**src/prt_pkg.sv**
```systemverilog
package prt_pkg;

    // Largest prefix length the table can hold; host_bits above this is used as this.
    localparam logic [4:0] HB_MAX = 5'd16;

    typedef enum logic [1:0] {
        KIND_SET    = 2'd0,
        KIND_LOOKUP = 2'd1,
        KIND_FIND   = 2'd2,
        KIND_CLEAR  = 2'd3
    } t_kind;

    typedef enum logic [1:0] {
        STAT_OK        = 2'd0,
        STAT_INVALID   = 2'd1,
        STAT_NOT_FOUND = 2'd2,
        STAT_FULL      = 2'd3
    } t_status;

    typedef enum logic [1:0] {
        ST_IDLE,
        ST_SCAN,
        ST_FIN
    } t_state;

    // One stored route, as it sits in the entry memory.
    typedef struct packed {
        logic [15:0] address;
        logic [4:0]  prefix;
        logic [7:0]  iface;
        logic [15:0] next_hop;
    } t_route;

    typedef struct packed {
        t_status     status;
        logic [5:0]  idx;
        t_route      route;
    } t_rsp;

endpackage

```
**src/prt_if.sv**
```systemverilog
interface prt_req_if;
    logic        valid;
    logic        ready;
    logic [1:0]  kind;
    logic [15:0] address;
    logic [4:0]  prefix_length;
    logic        iface_present;
    logic [7:0]  interface_id;
    logic [15:0] next_hop;
    logic [5:0]  start_index;

    modport source (
        output valid, kind, address, prefix_length, iface_present,
               interface_id, next_hop, start_index,
        input  ready
    );
    modport sink (
        input  valid, kind, address, prefix_length, iface_present,
               interface_id, next_hop, start_index,
        output ready
    );
endinterface

interface prt_rsp_if;
    logic        valid;
    logic        ready;
    logic [1:0]  status;
    logic [5:0]  found_index;
    logic [15:0] found_address;
    logic [4:0]  found_prefix;
    logic [7:0]  found_interface;
    logic [15:0] found_next_hop;

    modport source (
        output valid, status, found_index, found_address, found_prefix,
               found_interface, found_next_hop,
        input  ready
    );
    modport sink (
        input  valid, status, found_index, found_address, found_prefix,
               found_interface, found_next_hop,
        output ready
    );
endinterface

```
**src/prt_ram.sv**
```systemverilog
module prt_ram #(
    parameter int WIDTH = 45,
    parameter int DEPTH = 16,
    localparam int AW = (DEPTH > 1) ? $clog2(DEPTH) : 1
) (
    input  logic             i_clk,
    input  logic             i_we,
    input  logic [AW-1:0]    i_waddr,
    input  logic [WIDTH-1:0] i_wdata,
    input  logic [AW-1:0]    i_raddr,
    output logic [WIDTH-1:0] o_rdata
);

    logic [WIDTH-1:0] r_mem [DEPTH];
    logic [WIDTH-1:0] r_rdata;

    always_ff @(posedge i_clk) begin
        if (i_we) begin
            r_mem[i_waddr] <= i_wdata;
        end
        r_rdata <= r_mem[i_raddr];
    end

    assign o_rdata = r_rdata;

endmodule

```
**src/prefix_route_table.sv**
```systemverilog
// Channel   Direction  Contents
// i_req     in         kind, address, prefix_length, iface_present, interface_id,
//                      next_hop, start_index
// o_rsp     out        status, found_index, found_address, found_prefix,
//                      found_interface, found_next_hop
// i_cfg_*   in         host_bits, written whenever i_cfg_we is high
//
// With n >= 1 used entries, a lookup reads all n entries and a set that has an interface
// reads them up to its exact entry; a valid find-previous from start index s reads entries
// s down to 0, stopping at a hit. Any other request goes to the finishing step unscanned.
// The memory's single registered read port feeds the compare unit one route per cycle.
// Reset (synchronous, active low) empties the table and sets host_bits to 14. A stalled
// response holds only the finishing step; a request is taken while a finished one waits.

module prefix_route_table #(
    parameter int ENTRIES = 16
) (
    input  logic        i_clk,
    input  logic        i_rst_n,
    input  logic        i_cfg_we,
    input  logic [4:0]  i_cfg_wdata,
    prt_req_if.sink     i_req,
    prt_rsp_if.source   o_rsp
);

    // Index width into the table and count width (the count can reach ENTRIES).
    localparam int IW = (ENTRIES > 1) ? $clog2(ENTRIES) : 1;
    localparam int CW = $clog2(ENTRIES + 1);

    prt_pkg::t_state  r_state, n_state;

    // Request captured at its transfer. The prefix is stored already clamped.
    prt_pkg::t_kind   r_kind, n_kind;
    logic [15:0]      r_addr, n_addr;
    logic [4:0]       r_pfx, n_pfx;
    logic             r_has_if, n_has_if;
    logic [7:0]       r_ifc, n_ifc;
    logic [15:0]      r_via, n_via;

    // Scan sequencer: read address, reads still to issue, and the read in flight.
    logic [IW-1:0]    r_rd_idx, n_rd_idx;
    logic [CW-1:0]    r_left, n_left;
    logic             r_dv, n_dv;
    logic [IW-1:0]    r_chk_idx, n_chk_idx;

    // Find-previous key: the first entry read is the start entry itself.
    logic             r_key_vld, n_key_vld;
    logic [15:0]      r_key_addr, n_key_addr;
    logic [4:0]       r_key_pfx, n_key_pfx;

    // Best or first hit so far.
    logic             r_found, n_found;
    logic [4:0]       r_best_pfx, n_best_pfx;
    prt_pkg::t_route  r_res, n_res;
    logic [IW-1:0]    r_res_idx, n_res_idx;

    logic [CW-1:0]    r_count, n_count;
    logic [4:0]       r_host_bits, n_host_bits;

    logic             r_out_vld, n_out_vld;
    prt_pkg::t_rsp    r_out, n_out;

    logic             w_acc;
    logic             w_out_free;
    logic             w_go_scan;
    logic [4:0]       w_hb;
    logic [4:0]       w_in_pfx;
    prt_pkg::t_route  w_ent;
    logic [44:0]      w_rdata;
    logic             w_issue;
    logic             w_chk;
    logic [4:0]       w_shift;
    logic [15:0]      w_netmask;
    logic             w_match_set;
    logic             w_match_lk;
    logic             w_match_fp;
    logic             w_stop;
    logic             w_scan_end;
    logic             w_fin;
    logic             w_room;
    logic             w_we;
    logic [IW-1:0]    w_waddr;
    prt_pkg::t_route  w_wdata;

    // Effective host bits: values above sixteen behave as sixteen.
    assign w_hb     = (r_host_bits > prt_pkg::HB_MAX) ? prt_pkg::HB_MAX : r_host_bits;
    assign w_in_pfx = (i_req.prefix_length > w_hb) ? w_hb : i_req.prefix_length;

    assign w_acc      = i_req.valid && i_req.ready;
    assign w_out_free = !r_out_vld || o_rsp.ready;

    // A request scans only when there is at least one entry to look at.
    always_comb begin
        case (prt_pkg::t_kind'(i_req.kind))
            prt_pkg::KIND_SET:    w_go_scan = i_req.iface_present && (r_count != '0);
            prt_pkg::KIND_LOOKUP: w_go_scan = (r_count != '0);
            prt_pkg::KIND_FIND:   w_go_scan = (i_req.start_index != 6'd0) &&
                                              (7'(i_req.start_index) < 7'(r_count));
            default:              w_go_scan = 1'b0;
        endcase
    end

    // Shared compare unit. It sees one stored entry per cycle, in the cycle after its
    // address went to the memory.
    assign w_ent   = prt_pkg::t_route'(w_rdata);
    assign w_issue = (r_state == prt_pkg::ST_SCAN) && (r_left != '0);
    assign w_chk   = (r_state == prt_pkg::ST_SCAN) && r_dv;

    // A stored prefix above the current host bits demands a match of the whole address.
    assign w_shift   = (w_ent.prefix <= w_hb) ? (w_hb - w_ent.prefix) : 5'd0;
    assign w_netmask = ~(16'(17'd1 << w_shift) - 16'd1);

    assign w_match_set = (w_ent.address == r_addr) && (w_ent.prefix == r_pfx) &&
                         (w_ent.iface == r_ifc);
    assign w_match_lk  = ((w_ent.address & w_netmask) == (r_addr & w_netmask)) &&
                         (w_ent.prefix >= r_best_pfx);
    assign w_match_fp  = !r_key_vld && (w_ent.prefix == r_key_pfx) &&
                         (w_ent.address == r_key_addr);

    // Set and find-previous stop at their first hit; a lookup runs to the end.
    assign w_stop     = w_chk && (((r_kind == prt_pkg::KIND_SET) && w_match_set) ||
                                  ((r_kind == prt_pkg::KIND_FIND) && w_match_fp));
    assign w_scan_end = w_stop || (w_chk && (r_left == '0));

    assign w_room = (r_count < CW'(ENTRIES));

    // Next state.
    always_comb begin
        n_state = r_state;
        case (r_state)
            prt_pkg::ST_IDLE: begin
                if (w_acc) begin
                    n_state = w_go_scan ? prt_pkg::ST_SCAN : prt_pkg::ST_FIN;
                end
            end
            prt_pkg::ST_SCAN: begin
                if (w_scan_end) begin
                    n_state = prt_pkg::ST_FIN;
                end
            end
            prt_pkg::ST_FIN: begin
                if (w_out_free) begin
                    n_state = prt_pkg::ST_IDLE;
                end
            end
            default: n_state = prt_pkg::ST_IDLE;
        endcase
    end

    // State machine outputs: request ready, finishing step and the memory write.
    // A set with an interface writes its entry in the finishing step, either over
    // the exact match or appended behind the used entries when there is room.
    always_comb begin
        i_req.ready = (r_state == prt_pkg::ST_IDLE);
        w_fin       = (r_state == prt_pkg::ST_FIN) && w_out_free;
        w_we        = w_fin && (r_kind == prt_pkg::KIND_SET) && r_has_if &&
                      (r_found || w_room);
        w_waddr     = r_found ? r_res_idx : IW'(r_count);
        w_wdata.address  = r_addr;
        w_wdata.prefix   = r_pfx;
        w_wdata.iface    = r_ifc;
        w_wdata.next_hop = r_via;
    end

    // Datapath next values.
    always_comb begin
        n_kind      = r_kind;
        n_addr      = r_addr;
        n_pfx       = r_pfx;
        n_has_if    = r_has_if;
        n_ifc       = r_ifc;
        n_via       = r_via;
        n_rd_idx    = r_rd_idx;
        n_left      = r_left;
        n_dv        = w_issue;
        n_chk_idx   = r_rd_idx;
        n_key_vld   = r_key_vld;
        n_key_addr  = r_key_addr;
        n_key_pfx   = r_key_pfx;
        n_found     = r_found;
        n_best_pfx  = r_best_pfx;
        n_res       = r_res;
        n_res_idx   = r_res_idx;
        n_count     = r_count;
        n_host_bits = i_cfg_we ? i_cfg_wdata : r_host_bits;
        n_out_vld   = r_out_vld && !o_rsp.ready;
        n_out       = r_out;

        if (w_acc) begin
            n_kind     = prt_pkg::t_kind'(i_req.kind);
            n_addr     = i_req.address;
            n_pfx      = w_in_pfx;
            n_has_if   = i_req.iface_present;
            n_ifc      = i_req.interface_id;
            n_via      = i_req.next_hop;
            n_dv       = 1'b0;
            n_key_vld  = 1'b1;
            n_found    = 1'b0;
            n_best_pfx = 5'd0;
            // Find-previous reads the start entry first, then walks down to entry 0.
            if (prt_pkg::t_kind'(i_req.kind) == prt_pkg::KIND_FIND) begin
                n_rd_idx = IW'(i_req.start_index);
                n_left   = CW'(i_req.start_index) + CW'(1);
            end else begin
                n_rd_idx = '0;
                n_left   = r_count;
            end
            if (prt_pkg::t_kind'(i_req.kind) == prt_pkg::KIND_CLEAR) begin
                n_count = '0;
            end
        end

        if (w_issue) begin
            n_left   = r_left - CW'(1);
            n_rd_idx = (r_kind == prt_pkg::KIND_FIND) ? (r_rd_idx - IW'(1))
                                                      : (r_rd_idx + IW'(1));
        end

        if (w_chk) begin
            case (r_kind)
                prt_pkg::KIND_SET: begin
                    if (w_match_set) begin
                        n_found   = 1'b1;
                        n_res_idx = r_chk_idx;
                    end
                end
                prt_pkg::KIND_LOOKUP: begin
                    // Later entries win ties, hence the compare with equality.
                    if (w_match_lk) begin
                        n_found    = 1'b1;
                        n_best_pfx = w_ent.prefix;
                        n_res      = w_ent;
                        n_res_idx  = r_chk_idx;
                    end
                end
                prt_pkg::KIND_FIND: begin
                    if (r_key_vld) begin
                        n_key_vld  = 1'b0;
                        n_key_addr = w_ent.address;
                        n_key_pfx  = w_ent.prefix;
                    end else if (w_match_fp) begin
                        n_found   = 1'b1;
                        n_res     = w_ent;
                        n_res_idx = r_chk_idx;
                    end
                end
                default: begin
                end
            endcase
        end

        // Finishing step: build the response. Every field except the status is zero
        // unless the status is ok, and a clear answers with all zeros.
        if (w_fin) begin
            n_out_vld = 1'b1;
            n_out     = '0;
            case (r_kind)
                prt_pkg::KIND_SET: begin
                    if (!r_has_if) begin
                        n_out.status = prt_pkg::STAT_INVALID;
                    end else if (!r_found && !w_room) begin
                        n_out.status = prt_pkg::STAT_FULL;
                    end else begin
                        n_out.status = prt_pkg::STAT_OK;
                        n_out.idx    = 6'(w_waddr);
                        n_out.route  = w_wdata;
                        if (!r_found) begin
                            n_count = r_count + CW'(1);
                        end
                    end
                end
                prt_pkg::KIND_LOOKUP, prt_pkg::KIND_FIND: begin
                    if (r_found) begin
                        n_out.status = prt_pkg::STAT_OK;
                        n_out.idx    = 6'(r_res_idx);
                        n_out.route  = r_res;
                    end else begin
                        n_out.status = prt_pkg::STAT_NOT_FOUND;
                    end
                end
                default: begin
                    n_out.status = prt_pkg::STAT_OK;
                end
            endcase
        end
    end

    // Control state is reset; captured request and result fields are payload.
    always_ff @(posedge i_clk) begin
        if (!i_rst_n) begin
            r_state     <= prt_pkg::ST_IDLE;
            r_left      <= '0;
            r_dv        <= 1'b0;
            r_count     <= '0;
            r_host_bits <= 5'd14;
            r_out_vld   <= 1'b0;
        end else begin
            r_state     <= n_state;
            r_left      <= n_left;
            r_dv        <= n_dv;
            r_count     <= n_count;
            r_host_bits <= n_host_bits;
            r_out_vld   <= n_out_vld;
        end
    end

    always_ff @(posedge i_clk) begin
        r_kind     <= n_kind;
        r_addr     <= n_addr;
        r_pfx      <= n_pfx;
        r_has_if   <= n_has_if;
        r_ifc      <= n_ifc;
        r_via      <= n_via;
        r_rd_idx   <= n_rd_idx;
        r_chk_idx  <= n_chk_idx;
        r_key_vld  <= n_key_vld;
        r_key_addr <= n_key_addr;
        r_key_pfx  <= n_key_pfx;
        r_found    <= n_found;
        r_best_pfx <= n_best_pfx;
        r_res      <= n_res;
        r_res_idx  <= n_res_idx;
        r_out      <= n_out;
    end

    // Route storage: one write port for set, one registered read port for the scan.
    prt_ram #(
        .WIDTH ($bits(prt_pkg::t_route)),
        .DEPTH (ENTRIES)
    ) u_ram (
        .i_clk   (i_clk),
        .i_we    (w_we),
        .i_waddr (w_waddr),
        .i_wdata (w_wdata),
        .i_raddr (r_rd_idx),
        .o_rdata (w_rdata)
    );

    assign o_rsp.valid           = r_out_vld;
    assign o_rsp.status          = r_out.status;
    assign o_rsp.found_index     = r_out.idx;
    assign o_rsp.found_address   = r_out.route.address;
    assign o_rsp.found_prefix    = r_out.route.prefix;
    assign o_rsp.found_interface = r_out.route.iface;
    assign o_rsp.found_next_hop  = r_out.route.next_hop;

endmodule
```
**src/flat_wrapper.sv**
```systemverilog
// flat-port wrapper written by rule: the top's interface ports become plain ports
module prefix_route_table_flat 
#(
    parameter int ENTRIES = 16
)
  (i_clk, i_rst_n, i_cfg_we, i_cfg_wdata, i_req_valid, i_req_kind, i_req_address, i_req_prefix_length, i_req_iface_present, i_req_interface_id, i_req_next_hop, i_req_start_index, i_req_ready, o_rsp_valid, o_rsp_status, o_rsp_found_index, o_rsp_found_address, o_rsp_found_prefix, o_rsp_found_interface, o_rsp_found_next_hop, o_rsp_ready);
  prt_req_if i_req_i ();
  prt_rsp_if o_rsp_i ();
  input  logic i_clk;
  input  logic i_rst_n;
  input  logic i_cfg_we;
  input  logic [4:0] i_cfg_wdata;
  input wire logic [$bits(i_req_i.valid)-1:0] i_req_valid;
  input wire logic [$bits(i_req_i.kind)-1:0] i_req_kind;
  input wire logic [$bits(i_req_i.address)-1:0] i_req_address;
  input wire logic [$bits(i_req_i.prefix_length)-1:0] i_req_prefix_length;
  input wire logic [$bits(i_req_i.iface_present)-1:0] i_req_iface_present;
  input wire logic [$bits(i_req_i.interface_id)-1:0] i_req_interface_id;
  input wire logic [$bits(i_req_i.next_hop)-1:0] i_req_next_hop;
  input wire logic [$bits(i_req_i.start_index)-1:0] i_req_start_index;
  output wire logic [$bits(i_req_i.ready)-1:0] i_req_ready;
  output wire logic [$bits(o_rsp_i.valid)-1:0] o_rsp_valid;
  output wire logic [$bits(o_rsp_i.status)-1:0] o_rsp_status;
  output wire logic [$bits(o_rsp_i.found_index)-1:0] o_rsp_found_index;
  output wire logic [$bits(o_rsp_i.found_address)-1:0] o_rsp_found_address;
  output wire logic [$bits(o_rsp_i.found_prefix)-1:0] o_rsp_found_prefix;
  output wire logic [$bits(o_rsp_i.found_interface)-1:0] o_rsp_found_interface;
  output wire logic [$bits(o_rsp_i.found_next_hop)-1:0] o_rsp_found_next_hop;
  input wire logic [$bits(o_rsp_i.ready)-1:0] o_rsp_ready;
  assign i_req_i.valid = i_req_valid;
  assign i_req_i.kind = i_req_kind;
  assign i_req_i.address = i_req_address;
  assign i_req_i.prefix_length = i_req_prefix_length;
  assign i_req_i.iface_present = i_req_iface_present;
  assign i_req_i.interface_id = i_req_interface_id;
  assign i_req_i.next_hop = i_req_next_hop;
  assign i_req_i.start_index = i_req_start_index;
  assign i_req_ready = i_req_i.ready;
  assign o_rsp_valid = o_rsp_i.valid;
  assign o_rsp_status = o_rsp_i.status;
  assign o_rsp_found_index = o_rsp_i.found_index;
  assign o_rsp_found_address = o_rsp_i.found_address;
  assign o_rsp_found_prefix = o_rsp_i.found_prefix;
  assign o_rsp_found_interface = o_rsp_i.found_interface;
  assign o_rsp_found_next_hop = o_rsp_i.found_next_hop;
  assign o_rsp_i.ready = o_rsp_ready;
  prefix_route_table #(.ENTRIES(ENTRIES)) u_core (.i_clk(i_clk), .i_rst_n(i_rst_n), .i_cfg_we(i_cfg_we), .i_cfg_wdata(i_cfg_wdata), .i_req(i_req_i), .o_rsp(o_rsp_i));
endmodule
```
**config.mk**
```make
export PLATFORM = sky130hd
export DESIGN_NAME = prefix_route_table_flat
export DESIGN_NICKNAME = d
export VERILOG_FILES = /design/src/prt_pkg.sv /design/src/prt_if.sv /design/src/prt_ram.sv /design/src/prefix_route_table.sv /design/src/flat_wrapper.sv
export SDC_FILE = /design/constraint.sdc
export NUM_CORES = 1
export LEC_CHECK = 0
export BUFFER_PORTS_ARGS = -buffer_cell sky130_fd_sc_hd__buf_2
export CAP_MARGIN = 20
export CORE_AREA = 4 4 358 360
export DETAILED_ROUTE_END_ITERATION = 10
export DIE_AREA = 0 0 362 364
export GPL_ROUTABILITY_DRIVEN = 0
export GPL_TIMING_DRIVEN = 0
export SLEW_MARGIN = 20
export SYNTH_ARGS = -nofsm -noshare
export SYNTH_HDL_FRONTEND = slang
export SYNTH_SLANG_ARGS = --single-unit
```
**constraint.sdc**
```tcl
create_clock -name i_clk -period 15.3 [get_ports i_clk]
set_clock_uncertainty 0.2 [all_clocks]
set_input_delay 2.295 -clock i_clk [delete_from_list [all_inputs] [get_ports i_clk]]
set_output_delay 2.295 -clock i_clk [all_outputs]
set_load 0.03 [all_outputs]
```
==> results by group <==
Run status
  – Outcome: finished, final reports clean

Synth
  – Syn Std Cell Area: 37,400 um^2
  – Syn_area_per_cell: 20.4 um^2
  – Main combinational cell family by area after synthesis: multiplexers
  – XOR/XNOR Fraction of Synth Area: 1.43%
  – Synth Warn #: 0
  – Adder-Cell Fraction of Synth Area: 1.15%
  – Count leader, synth: edfxtp_1
  – Dominant synthesized flop cell: edfxtp_1
  – Register bit total from synthesis: 968
  – Synth Area in Compound Gates: 3.08%
  – Top cell type's share of synthesized area: 71.8%
  – Multiplexer area fraction after synthesis: 14.0%
  – Dominant cell type by area after synthesis: edfxtp_1
  – Post-synth ARST share: 0%
  – Most common library cells after synthesis: edfxtp_1, mux4_2, nor2_1
  – Seq/Total Area, Yosys: 75.8%
  – Number of flops mapped to enable cells by yosys: 893
  – Top cells by area, synth: edfxtp_1, mux4_2, dfxtp_1
  – Synth cell types: 70
  – Mapped Cells: 1,828
  – Simple-gate share of the synthesized area: 3.09%

Die
  – Initial core utilization: 29.9%
  – Die Wd: 362 um
  – Ports: 119
  – Die Area: 132,000 um^2
  – Core area: 125,000 um^2
  – Die Y-Extent: 364 um
  – Num rows: 130

Placed design
  – Port Buffers: 115
  – Dpl hpwl: 65,900 um

STA
  – Final worst path period share: 37.0%
  – Hold WS: 0.203 ns
  – Final setup fails: 0
  – RSZ-0062 raised after global routing: false
  – Setup TNS: 0 ns
  – Post-layout min period: 5.66 ns
  – Hold Vio Cnt, Final: 0
  – Worst Tran Pin Value: 1.21 ns
  – Fmax: 177 MHz
  – Max_slew headroom: 19.3%
  – Slew Limit Fails: 0

Global route
  – Pin count of the biggest net entering global routing: 35
  – Total track usage: 14.9%
  – Initial antenna violation count: 3
  – Overflow after GRT: 0
  – Global-route wire length before repair: 142,000 um
  – Vias in the first global route: 19,500

Cells and area
  – Final net count: 2,191
  – # diodes: 0
  – Layout area overhead: 19.7%
  – Layout cell share with drive strength beyond 1: 28.3%
  – Register area: 28,300 um^2
  – Area occupied by multi-input gates: 8660 um^2
  – FILL cells: 11,400

Power
  – Comb power frac: 23.4%
  – Int Pwr: 5430 uW
  – Pleak: 0.0143 uW
  – Switching part of the total: 29.7%
  – VDD IR max: 0.0000895 V
  – Pwr Total: 7730 uW
  – Register share of total power: 44.7%
  – Sw power: 2300 uW
  – Clock share of power: 31.9%
  – Pwr dens: 173 nW/um^2

Clocking
  – TritonCTS clock tree: yes
  – Worst skew pair latency: 0.67 ns
  – Setup Buffers After CTS: 0
  – H-tree depth: 3
  – Reg clk slew, reported paths: 0.06 ns
  – Num CTS Buffers: 96
  – Hold-fix buffers at CTS: 0
  – Post-cts resize count: 0
  – CTS sink cnt: 968
  – Root buf cell: clkbuf_16
  – Buffer depth of the longest clock path: 3

Worst setup path
  – Worst Setup Start Kind: register
  – Crit-path max FO: 18
  – Critical path class: reg -> reg
  – Worst Path Required: 15.45 ns
  – Critical Path AT: 5.82 ns
  – Crit end category: register

Hold path
  – Worst hold path type: reg -> reg

Detailed routing
  – Drt wl/cell: 26.0 um
  – DR iter-0 viols: 2,526
  – Via-to-Cell Ratio: 5.07
  – DRC: 0
  – Antenna-violating nets left: 0
  – Routed vias: 19,400
  – Final WL: 99,600 um
  – TritonRoute pass-1 iters: 6

Job
  – Max_cap viols: 0
[routing by layer]
| layer | track usage [%] | wire, um | vias up |
|---|---|---|---|
| li1 | - | - | 8038 |
| met1 | 21.1 | 41800 | 10200 |
| met2 | 23.5 | 46300 | 980 |
| met3 | 3.40 | 9310 | 157 |
| met4 | 3.52 | 2180 | 0 |
| met5 | 0 | 0 | - |
[placed cells by master, fill, tap and decap left out, types with 12 or more instances in the layout]
master and instances:
a21oi_1 16, a22oi_1 46, buf_12 23, buf_16 25, buf_2 123, bufinv_16 14
clkbuf_1 67, clkbuf_16 96, clkbuf_2 14, clkinv_1 12, clkinv_2 18, dfxtp_1 75
edfxtp_1 893, ha_1 31, inv_1 39, mux2i_1 12, mux4_2 225, nand2_1 39
nand2b_1 13, nand3_1 22, nor2_1 67, nor2_4 17, nor2b_1 13, o21ai_0 26
xnor2_1 33, xor2_1 28
[sequential cells by signal, summed over array words and instances, names as in the netlist, 8 cells and up]
name,cells
u_core.o_rsp.found_address,16
u_core.o_rsp.found_interface,8
u_core.o_rsp.found_next_hop,16
u_core.r_addr,16
u_core.r_ifc,8
u_core.r_key_addr,16
u_core.r_res,45
u_core.r_via,16
u_core.u_ram.o_rdata,45
u_core.u_ram.r_mem,720
[kinds of logic (layout without fill, tap and decap cells)]
| kind of cell | Yosys count | count (layout) |
|---|---|---|
| flops | 968 | 968 |
| mux | 242 | 242 |
| simple gates | 231 | 231 |
| compound gates | 161 | 161 |
| buf+inv | 131 | 479 |
| xor+xnor | 61 | 61 |
| fa+ha+maj | 33 | 33 |
| other cells | 1 | 2 |
[power by group through the flow]
stage | clock network, uW | registers, uW | logic, uW
global route | 2630 | 3480 | 1930
CTS | 2510 | 3450 | 1810
floorplan | 0 | 3480 | 1160
finish | 2470 | 3460 | 1800
detailed placement | 0 | 3510 | 1800
global placement | 0 | 3500 | 1730
[per-stage QoR]
stage / util [%] / instances / area (um^2) / setup WS (ns)
2_1_floorplan: - / 1829 / 37400 / 7.36
3_5_place_dp: 33.1 / 3646 / 41400 / 9.67
5_1_grt: 35.8 / 3827 / 44700 / 9.28
3_3_place_gp: 32.0 / 3594 / 40000 / 2.19
4_1_cts: 35.7 / 3827 / 44700 / 9.72
6_report: 35.8 / 3827 / 44700 / 9.64
[critical path: stages (launching register included)]
cell,delay (ns)
dfxtp_1,0.39
inv_1,0.11
nand2_1,0.13
ha_1,0.23
inv_1,0.08
fa_1,0.52
or3_1,0.43
a31oi_1,0.24
mux2_2,0.20
nand3_1,0.20
nand3_1,0.15
ha_1,0.16
clkbuf_1,0.33
nand2_1,0.12
nor2_1,0.13
a21oi_1,0.12
o31ai_1,0.12
o21ai_1,0.12
a211oi_2,0.38
a31oi_1,0.22
nor2_4,0.52
buf_12,0.27
[layout make-up]
cell class / instances / share of cell area [%]
Buffer: 91 / 0.926
Clock buffer: 123 / 5.82
Clock inverter: 58 / 1.64
Inverter: 40 / 0.341
Multi-Input combinational cell: 730 / 19.4
Sequential cell: 968 / 63.3
Tap cell: 1650 / 4.62
Timing Repair Buffer: 167 / 3.97
[worst paths after layout]
path                                              start               end  cells past startpoint  slack, ns
worst max-delay path              u_core.r_host_bits[4]  u_core.r_res[15]                     21       9.64
worst min-delay path            u_core.u_ram.o_rdata[6]   u_core.r_res[6]                      0       0.20
worst max register to register    u_core.r_host_bits[4]  u_core.r_res[15]                     21       9.64
worst min register to register  u_core.u_ram.o_rdata[6]   u_core.r_res[6]                      0       0.20
Note: power is estimated with default switching activity, not from simulation.
